[config.mk]
export PLATFORM = sky130hd
export DESIGN_NAME = gil_csr
export DESIGN_NICKNAME = d
export VERILOG_FILES = /design/src/hdl/gil_pkg.sv /design/src/hdl/gil_csr.sv
export SDC_FILE = /design/constraint.sdc
export NUM_CORES = 1
export LEC_CHECK = 0
export BUFFER_PORTS_ARGS = -buffer_cell sky130_fd_sc_hd__buf_2
export CORE_ASPECT_RATIO = 1.1
export CORE_MARGIN = 8
export CORE_UTILIZATION = 30
export DETAILED_ROUTE_END_ITERATION = 8
export PLACE_DENSITY = 0.88
export SYNTH_ARGS = -nofsm -noshare
export SYNTH_HDL_FRONTEND = slang
export SYNTH_SLANG_ARGS = --single-unit
export TNS_END_PERCENT = 30
[constraint.sdc]
create_clock -name clock -period 0.8 [get_ports clock]
set_input_delay 0.04 -clock clock [delete_from_list [all_inputs] [get_ports clock]]
set_output_delay 0.04 -clock clock [all_outputs]
set_load 0.01 [all_outputs]
[src/hdl/gil_pkg.sv]
// -----------------------------------------------------------------------------
// gil_pkg
// Shared types and constants for the glyph index lookup block.
// -----------------------------------------------------------------------------
package gil_pkg;

   localparam int CODE_W     = 21;
   localparam int KIND_W     = 2;
   localparam int STATUS_W   = 2;
   localparam int GLYPH_W    = 12;
   localparam int DIRECT_W   = 7;
   localparam int DIRECT_SIZE = 128;
   localparam int CSR_ADDR_W = 3;
   localparam int CSR_DATA_W = 32;

   localparam logic [KIND_W-1:0] KIND_CLEAR  = 2'd0;
   localparam logic [KIND_W-1:0] KIND_APPEND = 2'd1;
   localparam logic [KIND_W-1:0] KIND_LOOKUP = 2'd2;

   localparam logic [STATUS_W-1:0] STATUS_OK   = 2'd0;
   localparam logic [STATUS_W-1:0] STATUS_MISS = 2'd1;
   localparam logic [STATUS_W-1:0] STATUS_FULL = 2'd2;

   localparam logic REG_FB_ENABLE = 1'b0;
   localparam logic REG_FB_CODE   = 1'b1;

   localparam logic             FB_ENABLE_RESET = 1'b1;
   localparam logic [DIRECT_W-1:0] FB_CODE_RESET = 7'd42;

   typedef struct packed {
      logic                enable;
      logic [DIRECT_W-1:0] code;
   } cfg_type;

   typedef struct packed {
      logic                used_fallback;
      logic [GLYPH_W-1:0]  glyph_index;
      logic [STATUS_W-1:0] status;
   } res_type;

   typedef enum logic [2:0] {
      ST_IDLE,
      ST_EXEC,
      ST_SEARCH,
      ST_DIRECT,
      ST_FALLBACK,
      ST_DONE
   } state_type;

endpackage

[src/hdl/gil_csr.sv]
// -----------------------------------------------------------------------------
// gil_csr
// Register file for the fallback settings, written and read over APB.
// -----------------------------------------------------------------------------
module gil_csr
   import gil_pkg::*;
(
   input  logic                  clock,
   input  logic                  reset,
   input  logic                  csr_psel,
   input  logic                  csr_penable,
   input  logic                  csr_pwrite,
   input  logic [CSR_ADDR_W-1:0] csr_paddr,
   input  logic [CSR_DATA_W-1:0] csr_pwdata,
   output logic [CSR_DATA_W-1:0] csr_prdata,
   output logic                  csr_pready,
   output cfg_type               cfg
);

   logic                fb_enable_ff, fb_enable_in;
   logic [DIRECT_W-1:0] fb_code_ff, fb_code_in;
   logic                wr_en;
   logic                reg_sel;

   assign csr_pready = 1'b1;
   assign wr_en      = csr_psel & csr_penable & csr_pwrite & csr_pready;
   assign reg_sel    = csr_paddr[2];

   always_comb begin
      fb_enable_in = fb_enable_ff;
      fb_code_in   = fb_code_ff;
      if (wr_en) begin
         unique case (reg_sel)
            REG_FB_ENABLE: fb_enable_in = csr_pwdata[0];
            REG_FB_CODE:   fb_code_in   = csr_pwdata[DIRECT_W-1:0];
            default: ;
         endcase
      end
   end

   always_ff @(posedge clock) begin
      if (reset) begin
         fb_enable_ff <= FB_ENABLE_RESET;
         fb_code_ff   <= FB_CODE_RESET;
      end else begin
         fb_enable_ff <= fb_enable_in;
         fb_code_ff   <= fb_code_in;
      end
   end

   always_comb begin
      csr_prdata = '0;
      unique case (reg_sel)
         REG_FB_ENABLE: csr_prdata = CSR_DATA_W'(fb_enable_ff);
         REG_FB_CODE:   csr_prdata = CSR_DATA_W'(fb_code_ff);
         default: ;
      endcase
   end

   assign cfg.enable = fb_enable_ff;
   assign cfg.code   = fb_code_ff;

endmodule

Word-level counts from Yosys, hierarchy flattened
Index checks and enable logic that the tools add are counted.
{ "classes": {"n_mul": 0, "n_reduce_logical": 2, "eq_ne": 0, "shift": 0, "bitwise_logic": 3, "n_lt_le_gt_ge": 0, "muxes": 1, "add_sub_neg": 0, "div_mod_pow": 0} }
{ "op_table": {"columns": ["cell", "n"], "rows": [
  ["$pmux W32 S2", 1],
  ["$reduce_and A2 Y1", 2],
  ["$and A1 B1 Y1", 2],
  ["$not A1 Y1", 1]
]} }
{ "word_totals": {"mem_count": 0, "latch_bits": 0, "mem_bits_ro": 0, "elab_cells": 8, "output_inout_bits": 41, "regBits": 8, "ram_bits": 0, "inputBits": 40} }

Depth between registers and ports, before layout
{ "logic_depth": {"word_depth": 3, "depth_mapped": 3} }

Worst setup path after synthesis
OpenSTA, ideal clock, no wires.
{ "synth_timing": {"path_kind": "flip-flop to output port", "from": "register fb_code_ff[0]", "to": "output csr_prdata[0]", "stages_incl_launch_ff": 2, "path_buffers": 0, "setup_slack_ns": 0.142, "t_arrival_ns": 0.618, "required_time_ns": 0.760, "cell_sequence": "dfxtp_1 -> mux2_2"} }
{ "synth_between": {"elab_chain_len": 1} }
{ "synth_rtl": {"columns": ["item", "line", "source"], "rows": [
  ["start, declared", "gil_csr.sv:21", "logic [DIRECT_W-1:0] fb_code_ff, fb_code_in;"],
  ["start signal, assigned", "gil_csr.sv:47", "fb_code_ff <= fb_code_in;"],
  ["$pmux W32 S2", "gil_csr.sv:53", "unique case (reg_sel)"],
  ["end, declared", "gil_csr.sv:15", "output logic [CSR_DATA_W-1:0] csr_prdata,"]
]} }
No other way between the ends. The select of a mux whose other input is x is not followed.

Final worst setup path
{ "layout_timing": {"from": "register fb_enable_ff", "to": "output csr_prdata[0]"} }
{ "layout_between": {"elab_chain_len": 1} }
{ "layout_rtl": {"columns": ["item", "line", "source"], "rows": [
  ["start, declared", "gil_csr.sv:20", "logic fb_enable_ff, fb_enable_in;"],
  ["start signal, assigned", "gil_csr.sv:46", "fb_enable_ff <= fb_enable_in;"],
  ["$pmux W32 S2", "gil_csr.sv:53", null]
]} }
No other way between the ends. The select of a mux whose other input is x is not followed.

==> run summary <==
Starting Density - 31.37%
Max VDD drop - 0.5560 mV
CP Launch Type - flop
Gate Count Post-Synth - 72
Layout Cells excl Fill - 133
CP Capture Type - output pin
Most frequent cells in the layout - 26 x conb_1, 17 x buf_2, 12 x buf_6
Cell variety after synth - 12
Via Count - 491
Final setup fails - 10
FILL cells - 212
Crit path cell chain - mux2_2 -> buf_6
Gr ovfl total - 0
FMAX - 1013 MHz
#FFs+latches synth - 8
Clock buffer depth - 2
Final hold vios - 0
Die area - 3782 µm²
First-pass GRT wire length - 2249 µm
Fin Clk Skew - 0 ns
MaxCap Viol Count - 0
Slowest-stage cell, CP - dfxtp_2
Clock sink count - 8
Total Wirelength - 1517 µm
Pwr dens - 1146 nW/µm²
Buffers on Ports - 27
Row count - 17
CTS Buf Count - 3
Worst-path clk slew - 0.05 ns
Antenna Nets Post-Route - 0
Post-DP HPWL - 1252 µm
Pre-CTS setup slack - 0.02109 ns
Pin count of the biggest net entering global routing - 17
HP Class - in2reg
Inst Count DP - 125
Avg Cell Area, Syn - 8.619 µm²
Reg area - 170.2 µm²
Mapped Area - 620.6 µm²
Final period util - 123.4%
Setup ws final - -0.1874 ns
Inserted Diodes - 0
Initial antenna violation count - 0
Max stage delay on crit path - 0.32 ns
Failing checks - negative setup slack
Clk Latency, worst-skew pair - 0.25 ns
DRC Markers - 0
Share of the yosys chip area belonging to registers - 25.81%
Area of the multi-input gates - 341.6 µm²
Slew Viols, Final - 0
DRT iter0 DRCs - 4
Worst Path Max Fanout - 2
Layout cells sized above 1 - 51.43%
Vias in the first global route - 519
Final net count - 147
Root buf cell - clkbuf_4
Area grow syn2layout - 34.48%
Min cycle time layout - 0.9874 ns
H-tree depth - 1
Core area - 1978 µm²
Status - finished, violations left
WS Path Type - reg2out
Ys Warns - 0
Drt pass-1 iters - 4
RSZ-0062 raised after global routing - true
Die height - 63.70 µm
IO Count - 81
Total Routing Usage GR - 7.597%
WL per Instance - 11.41 µm
Critical path arrival - 0.95 ns
Pleak - 0.4218 nW
Hold slack final - 0.04152 ns
CTS tree - built
Worst path required time - 0.76 ns
RD Place Congestion - 0.7238
Area after DPL - 684.4 µm²
Die width - 59.37 µm
Final instance area - 834.6 µm²
Commonest non-fill, non-tap cell in the layout - conb_1
Vias/cell - 3.692
-- flip-flops by register name, summed over array words and instances, names as in the netlist --
register	cells
fb_enable_ff	1
fb_code_ff	7
-- where the power goes --
part           total (mW)  switching [mW]  leakage, nW  internal, mW
Clock               0.303           0.131       0.0138         0.171
Sequential          0.415         0.00577       0.0650         0.409
Combinational       0.238           0.130        0.343         0.108
-- cells in the mapped netlist --
library cell / count / area, µm²
buf_6: 1 / 11.26
nand2b_1: 8 / 50.05
mux2i_1: 8 / 80.08
buf_4: 27 / 202.7
conb_1: 2 / 7.510
mux2_2: 1 / 11.26
and2_2: 6 / 45.04
buf_2: 1 / 5.000
nand4b_1: 1 / 8.760
nor2_1: 8 / 30.03
and4_1: 1 / 8.760
dfxtp_1: 8 / 160.2
-- worst max-delay path, delay by kind of cell (launching register included) --
| family | cells | cell delay [ns] |
|---|---|---|
| buffers and inverters | 1 | 0.12 |
| flip-flops | 1 | 0.32 |
| multiplexers | 1 | 0.26 |
-- repair_timing --
action | CTS | global route
pin swaps | 1 | 0
hold endpoints to repair | 0 | 0
hold buffers | 0 | 0
gates cloned | 0 | 0
resized for setup | 25 | 2
buffers inserted | 4 | 1
setup endpoints to repair | 8 | 12
-- path summary, 6_finish.rpt --
check	startpoint	endpoint	slack (ns)	cells past startpoint
max	fb_enable_ff	csr_prdata[0]	-0.19	2
min	csr_pwdata[6]	fb_code_ff[6]	0.04	3
max reg2reg	fb_code_ff[3]	fb_code_ff[3]	0.03	4
min reg2reg	fb_code_ff[6]	fb_code_ff[6]	0.47	2
-- cells by family (layout without fill, tap and decap cells) --
| logic type | Yosys count | count (layout) | synth area share (%) |
|---|---|---|---|
| buffers and inverters | 29 | 38 | 35.28 |
| and+or+nand+nor | 24 | 24 | 22.98 |
| other | 2 | 26 | 1.210 |
| muxes | 9 | 9 | 14.72 |
| DFF | 8 | 8 | 25.81 |
-- metrics by stage --
| step | util (%) | total power, mW | setup TNS [ns] |
|---|---|---|---|
| final | 42.19 | 0.9562 | -0.6215 |
| after global routing | 42.19 | 1.028 | -0.9901 |
| after CTS | 41.49 | 0.9693 | -0.7360 |
| after detailed placement | 34.60 | 0.6134 | 0 |
| after global placement | 34.60 | 0.6085 | 0 |
| after floorplan | - | 0.6373 | 0 |
-- layer usage --
| metal | part of all wire [%] | vias up | GRT usage (%) | routed length [µm] |
|---|---|---|---|---|
| li1 | - | 238 | - | - |
| met1 | 36 | 213 | 6.956 | 544 |
| met2 | 47 | 40 | 13.51 | 713 |
| met3 | 17 | 0 | 5.477 | 258 |
| met4 | 0 | 0 | 0.8982 | 0 |
| met5 | 0 | - | 0 | 0 |
-- final cells by class --
class                   instances  area share (%)
multi-input cells              59           40.93
repair buffers                 35           31.78
flip-flops and latches          8           20.39
well taps                      28           4.198
clock buffers                   3           2.699
Power figures use the tool's default switching activity.
